[src/design/pce_pkg.sv]
`timescale 1ns / 1ps
// ----------------------------------------------------------------------------
// pce_pkg
// Types and fixed constants shared by the correlation engine modules.
// ----------------------------------------------------------------------------
package pce_pkg;

  localparam int MUL_W  = 64;   // magnitude width of a long multiply operand
  localparam int OP_W   = 66;   // signed width of finish-phase operands
  localparam int PROD_W = 128;  // full product width
  localparam int QUO_W  = 33;   // quotient width of the ratio divide
  localparam int ROOT_W = 17;   // square root width
  localparam int CNT_W  = 6;

  localparam logic [2:0] OP_N_SXX  = 3'd0;
  localparam logic [2:0] OP_SX_SX  = 3'd1;
  localparam logic [2:0] OP_N_SYY  = 3'd2;
  localparam logic [2:0] OP_SY_SY  = 3'd3;
  localparam logic [2:0] OP_N_SXY  = 3'd4;
  localparam logic [2:0] OP_SX_SY  = 3'd5;
  localparam logic [2:0] OP_MAG_SQ = 3'd6;
  localparam logic [2:0] OP_DEN    = 3'd7;

  localparam logic [CNT_W-1:0] DIV_STEPS = 6'd31;
  localparam logic [CNT_W-1:0] ROOT_TOP  = 6'd16;

  typedef struct packed {
    logic signed [15:0] sample_x;
    logic signed [15:0] sample_y;
    logic               last;
  } sample_t;

  typedef struct packed {
    logic signed [15:0] correlation;
    logic               degenerate;
    logic               too_many;
    logic [12:0]        item_count;
  } result_t;

  typedef enum logic [2:0] {
    ST_IDLE,
    ST_MUL_LOAD,
    ST_MUL_RUN,
    ST_MUL_STORE,
    ST_DIV_INIT,
    ST_DIV_RUN,
    ST_SQRT_RUN,
    ST_DONE
  } state_t;

  typedef struct packed {
    logic       acc_en;
    logic       mul_load;
    logic       mul_run;
    logic       mul_store;
    logic [2:0] mul_op;
    logic [1:0] mul_step;
    logic       div_init;
    logic       div_run;
    logic       sqrt_init;
    logic       sqrt_run;
    logic [4:0] root_bit;
    logic       emit;
  } cmd_t;

endpackage

[src/design/pce_ctrl.sv]
`timescale 1ns / 1ps
// ----------------------------------------------------------------------------
// pce_ctrl
// Sequencer for word intake and the once-per-set finish computation.
// ----------------------------------------------------------------------------
module pce_ctrl (
  input  logic          clk,
  input  logic          rst,
  input  logic          start,
  input  logic          last,
  output logic          busy,
  output pce_pkg::cmd_t cmd
);

  pce_pkg::state_t state, state_next;
  logic [2:0] op_idx, op_idx_next;
  logic [pce_pkg::CNT_W-1:0] cnt, cnt_next;

  always_ff @(posedge clk) begin
    if (rst) begin
      state  <= pce_pkg::ST_IDLE;
      op_idx <= '0;
      cnt    <= '0;
    end else begin
      state  <= state_next;
      op_idx <= op_idx_next;
      cnt    <= cnt_next;
    end
  end

  always_comb begin
    state_next  = state;
    op_idx_next = op_idx;
    cnt_next    = cnt;
    case (state)
      pce_pkg::ST_IDLE: begin
        if (start && last) begin
          state_next  = pce_pkg::ST_MUL_LOAD;
          op_idx_next = '0;
        end
      end
      pce_pkg::ST_MUL_LOAD: begin
        state_next = pce_pkg::ST_MUL_RUN;
        cnt_next   = '0;
      end
      pce_pkg::ST_MUL_RUN: begin
        cnt_next = cnt + 1'b1;
        if (cnt[1:0] == 2'd3) state_next = pce_pkg::ST_MUL_STORE;
      end
      pce_pkg::ST_MUL_STORE: begin
        if (op_idx == pce_pkg::OP_DEN) begin
          state_next = pce_pkg::ST_DIV_INIT;
        end else begin
          state_next  = pce_pkg::ST_MUL_LOAD;
          op_idx_next = op_idx + 1'b1;
        end
      end
      pce_pkg::ST_DIV_INIT: begin
        state_next = pce_pkg::ST_DIV_RUN;
        cnt_next   = '0;
      end
      pce_pkg::ST_DIV_RUN: begin
        cnt_next = cnt + 1'b1;
        if (cnt == pce_pkg::DIV_STEPS) begin
          state_next = pce_pkg::ST_SQRT_RUN;
          cnt_next   = pce_pkg::ROOT_TOP;
        end
      end
      pce_pkg::ST_SQRT_RUN: begin
        cnt_next = cnt - 1'b1;
        if (cnt == '0) state_next = pce_pkg::ST_DONE;
      end
      pce_pkg::ST_DONE: begin
        state_next = pce_pkg::ST_IDLE;
      end
      default: begin
        state_next = pce_pkg::ST_IDLE;
      end
    endcase
  end

  always_comb begin
    cmd          = '0;
    cmd.mul_op   = op_idx;
    cmd.mul_step = cnt[1:0];
    cmd.root_bit = cnt[4:0];
    busy         = (state != pce_pkg::ST_IDLE);
    case (state)
      pce_pkg::ST_IDLE:      cmd.acc_en = start;
      pce_pkg::ST_MUL_LOAD:  cmd.mul_load = 1'b1;
      pce_pkg::ST_MUL_RUN:   cmd.mul_run = 1'b1;
      pce_pkg::ST_MUL_STORE: cmd.mul_store = 1'b1;
      pce_pkg::ST_DIV_INIT:  cmd.div_init = 1'b1;
      pce_pkg::ST_DIV_RUN: begin
        cmd.div_run   = 1'b1;
        cmd.sqrt_init = (cnt == pce_pkg::DIV_STEPS);
      end
      pce_pkg::ST_SQRT_RUN:  cmd.sqrt_run = 1'b1;
      pce_pkg::ST_DONE:      cmd.emit = 1'b1;
      default:               cmd = '0;
    endcase
  end

endmodule

[config.mk]
export PLATFORM = sky130hd
export DESIGN_NAME = pce_ctrl
export DESIGN_NICKNAME = d
export VERILOG_FILES = /design/src/design/pce_pkg.sv /design/src/design/pce_ctrl.sv
export SDC_FILE = /design/constraint.sdc
export NUM_CORES = 1
export LEC_CHECK = 0
export ABC_AREA = 1
export BUFFER_PORTS_ARGS = -buffer_cell sky130_fd_sc_hd__buf_2
export CAP_MARGIN = 20
export CORE_MARGIN = 5
export CORE_UTILIZATION = 52
export DETAILED_ROUTE_END_ITERATION = 8
export PLACE_DENSITY = 0.87
export REMOVE_ABC_BUFFERS = 1
export SETUP_SLACK_MARGIN = 0.5
export SLEW_MARGIN = 25
export SYNTH_ARGS = -nofsm -noshare
export SYNTH_HDL_FRONTEND = slang
export SYNTH_SLANG_ARGS = --single-unit
[constraint.sdc]
create_clock -name clk -period 1.6 [get_ports clk]
set_input_delay 0.08 -clock clk [delete_from_list [all_inputs] [get_ports clk]]
set_output_delay 0.08 -clock clk [all_outputs]
set_load 0.005 [all_outputs]
-- Word level (Yosys, flattened, before mapping)
Index checks and enable logic that the tools add are counted.
Widths: inputs -> output; s select.
- $add $sub $neg: 3
- $mul: 0
- div/mod/pow operators: 0
- $lt $le $gt $ge: 0
- equal/unequal tests: 15
- shifts and indexed selects: 0
- mux-type cells: 19
- bitwise logic cells: 0
- reduce and logical (&&, ||, !) cells: 9
- operators by type and width (cell ; count):
    $pmux 3 s8 ; 1
    $pmux 6 s4 ; 1
    $mux 3 ; 7
    $eq 3x3->1 const B ; 5
    $ne 2x2->1 const B ; 5
    $mux 1 ; 7
    $add 6x1->6 const B ; 1
    $eq 3x2->1 const B ; 2
    $eq 6x5->1 const B ; 1
    $logic_not 6->1 ; 1
    $mux 6 ; 1
    $pmux 3 s2 ; 1
    $sub 6x1->6 const B ; 1
    $reduce_and 4->1 ; 1
    $reduce_bool 4->1 ; 1
    $add 3x1->3 const B ; 1
    $eq 3x1->1 const B ; 1
    $logic_not 3->1 ; 1
    $reduce_and 3->1 ; 1
    $reduce_bool 3->1 ; 1
    $eq 2x2->1 const B ; 1
    $mux 2 ; 1
    $reduce_bool 2->1 ; 1
    $reduce_or 2->1 ; 1
    $logic_and 1x1->1 ; 1
- register bits: 12
- latch bits: 0
- bits in writable memories: 0
- bits in read-only memories: 0
- input bits: 4
- logic and storage cells: 49
- memories: 0

-- Logic depth before layout (Yosys ltp)
- depth in word-level cells: 3
- mapped depth: 10
- depth with buffers taken out: 10

-- Worst setup path before layout
OpenSTA, ideal clock, no wires.
- path type: register to register
- start point: register cnt[0] in the netlist's numbering
- end point: register cnt[2] in the netlist's numbering
- arrival: 1.205 ns
- required time: 1.479 ns
- setup slack: 0.274 ns
- cell stages (with the launch flop): 6
- cell sequence: dfxtp_1 inv_1 ha_1 or2_2 a31oi_1 a21oi_1
- cells in the longest elaborated chain, start to end: 3
- ends and longest elaborated chain (element ; line ; text):
    start: declaration ; pce_ctrl.sv:17 ; logic [pce_pkg::CNT_W-1:0] cnt, cnt_next;
    start signal: assignment ; pce_ctrl.sv:27 ; cnt <= cnt_next;
    $add 6x1->6 / $eq 6x5->1 (equally long branches) ; pce_ctrl.sv:47, pce_ctrl.sv:63, pce_ctrl.sv:64 ;
    $mux 6 ; pce_ctrl.sv:64 ; if (cnt == pce_pkg::DIV_STEPS) begin
    $pmux 6 s4 (*) ; pce_ctrl.sv:35 ; case (state)
Every way passes the cells marked *; elsewhere a longest branch is shown, timed or not.
A chain may end at the register's enable or synchronous reset.

-- Final worst setup path
- start point: register cnt[0] in the netlist's numbering
- end point: register state[0]
- cells in the longest elaborated chain, start to end: 3
- ends and longest elaborated chain (element ; line ; text):
    $eq 6x5->1, or another cell as far along ; pce_ctrl.sv:64 ;
    $ne 2x2->1 (no source line) ; -- ;
    $reduce_and 4->1 (no source line) (*) ; -- ;
    end signal: assignment ; pce_ctrl.sv:21 ; state <= pce_pkg::ST_IDLE;
    end signal: assignment ; pce_ctrl.sv:25 ; state <= state_next;
    end: declaration ; pce_ctrl.sv:15 ; pce_pkg::state_t state, state_next;
Marked as above.

==> qor.txt <==
Inst Count DP - 208
PwrDens - 1700 mW/mm^2
Cell Area, Synth - 0.00102 mm^2
CORE AREA - 0.00190 mm^2
Power, Total - 0.00288 W
Skew-Pair Late Insertion Delay - 0.29 ns
post-synthesis sequential area ratio - 23.6%
Max clock buf depth - 2
post-synth top area cell - dfxtp_1
largest family of logic cells by synthesized area - simple AND/OR/NAND/NOR gates
Yosys reg bits - 12
Overflow after GRT - 0
layout cell share with drive strength beyond 1 - 56.1%
Max-Slew Margin vs Limit - 82.4%
clock root cell - clkbuf_4
commonest non-fill, non-tap cells in the layout - 28 x nand2_1, 21 x buf_2, 21 x buf_4, 15 x inv_1, 15 x nand3_1
Die Area - 0.00294 mm^2
Crit path top cell by count - inv_1
first-pass GRT wire length - 5020 um
CTS tree - done
pin count of the biggest net entering global routing - 11
# rows - 16
Setup WS pre-CTS - 0.146 ns
initial core utilization - 53.4%
DR vias - 1401
vias in the first global route - 1173
Port-buffer cells - 23
overall routing resource usage - 23.5%
worst path cell trace - ha_4 -> buf_4 -> inv_1 -> nand3_1 -> nand2_2 -> inv_1 -> nand4_1 -> nand2_1 -> nor2_1
Crit. End Element - register
critical path startpoint category - register
RSZ-0062 raised after global routing - true
Crit Path Max Fanout - 4
final worst setup slack - 0.152 ns
DRT antenna net count - 0
number of max-cap violations - 0
Critical Path Max Stage Delay - 0.38 ns
status - complete, no violations
met1 usage - 25.7%
post-synthesis mux area share - 0%
Die Wd - 54.2 um
dpl hpwl - 1910 um
Gate Count Post-Synth - 166
diode count - 0
per-cell routed wire length - 18.3 um
Non-Filler Instances - 241
number of vias per cell - 5.81
P_leak - 0.838 nW
Adder-Cell Fraction of Synth Area - 6.16%
data arrival time of the worst path - 1.66 ns
VDD IR max - 1.17 mV
Final min period - 1.45 ns
clock-pin slew on the worst setup and hold paths - 0.09 ns
first drt pass iteration count - 4
YS warnings - 0
number of fill cells in the layout - 76
final setup TNS - 0 ns
WS Path Type - register to register
Detailed Route WL - 4410 um
Final #Nets - 224
Chip Height - 54.2 um
initial antenna violation count - 0
Setup violations, final - 0
Syn Area/Cell - 6.12 um^2
Top Usage Layer GRT - met2
Syn-to-layout area delta - 67.0%
gp weighted congestion - 0.889
synth unique cells - 22
top cell type's share of synthesized area - 23.6%
Clock Sinks - 12
# H-tree levels - 1
Fmax - 0.691 GHz
post-synthesis xor/xnor area fraction - 0.862%
Crit-path slowest cell - dfxtp_4
period utilization - 90.5%
most common cell after layout, fill and taps aside - nand2_1
Num CTS Buffers - 3
initial DRC count - 87
top cells by area, synth - dfxtp_1 24%, nand2_1 14%, nor2_1 8.9%, nand3_1 7.9%, inv_1 7.0%
Layout Skew - 0.000967 ns
I/O Pins - 24
DR DRC count - 0
Synth Area in Compound Gates - 8.50%
worst hold-check path type - input port to register
met2 usage - 43.2%
Simple-Gate Fraction of Synth Area - 45.3%
M3 GR Usage - 3.05%
Fin. Hold Viols - 0
fin. max-slew vios - 0
Worst Tran Pin Value - 0.264 ns
Critical Path RT - 1.82 ns
[repair_timing]
item	in CTS	in global routing
resized for setup	51	37
pin swaps	20	16
setup endpoints to repair	21	24
setup buffers	15	14
hold buffers	0	0
[cells in the mapped netlist (all sizes together)]
cell type   n
nand2      42
a21oi       9
nand4       4
nand3b      1
ha          5
or2         2
buf        10
nor2       28
nand3      18
nor3        2
a31oi       1
o21ai       7
xor2        1
dfxtp      12
inv        24
[routing by layer]
layer  routed length, um  share of wire, %  vias to the layer above
met3                 291               6.6                       23
met1                1740                39                      671
met2                2220                50                       95
li1                    -                 -                      612
met4                 159               3.6                        0
met5                   0                 0                        -
[area by class of cell]
type / count / area (um^2) / area share [%]
Clock buffer: 4 / 36.3 / 2.14
Inverter: 24 / 105 / 6.19
Multi-Input combinational cell: 120 / 851 / 50.1
Sequential cell: 12 / 264 / 15.6
Tap cell: 27 / 33.8 / 1.99
Timing Repair Buffer: 54 / 407 / 24.0
[cell families after synthesis]
logic type                 after synthesis
adders and majority gates                5
DFF                                     12
xor gates and xnor gates                 1
buffers and inverters                   34
AOI/OAI and AO/OA                       17
and+or+nand+nor                         97
[worst paths after layout]
kind / cells after the start / start / slack (ns) / end
hold / removal: 2 / rst / 0.02 / op_idx[1]
setup / recovery: 9 / cnt[0] / 0.15 / state[0]
setup reg to reg: 9 / cnt[0] / 0.15 / state[0]
hold reg to reg: 2 / op_idx[1] / 0.54 / op_idx[1]
[sequential cells by signal, summed over array words and instances, names as in the netlist]
name,count
op_idx,3
cnt,6
state,3
[metrics by stage]
stage / hold slack, ns / util, % / cell area [um^2]
6_report: 0.0221 / 89.2 / 1700
2_1_floorplan: 0.149 / - / 948
5_1_grt: 0.0305 / 89.2 / 1700
3_5_place_dp: 0.308 / 58.5 / 1110
3_3_place_gp: 0.309 / 58.5 / 1110
4_1_cts: 0.00100 / 76.1 / 1450
[worst max-delay path, delay by kind of cell (launching register included)]
kind                     cells  cell delay (ns)
adder cells (fa/ha/maj)      1             0.17
buffers and inverters        3             0.28
flip-flops                   1             0.38
AND/OR/NAND/NOR              5             0.54
[where the power goes]
group / switching (W) / total, W / internal (W)
Combinational: 0.00115 / 0.00205 / 0.000897
Sequential: 0.000161 / 0.000568 / 0.000407
Clock: 0.000123 / 0.000262 / 0.000139
Power figures use the tool's default switching activity.
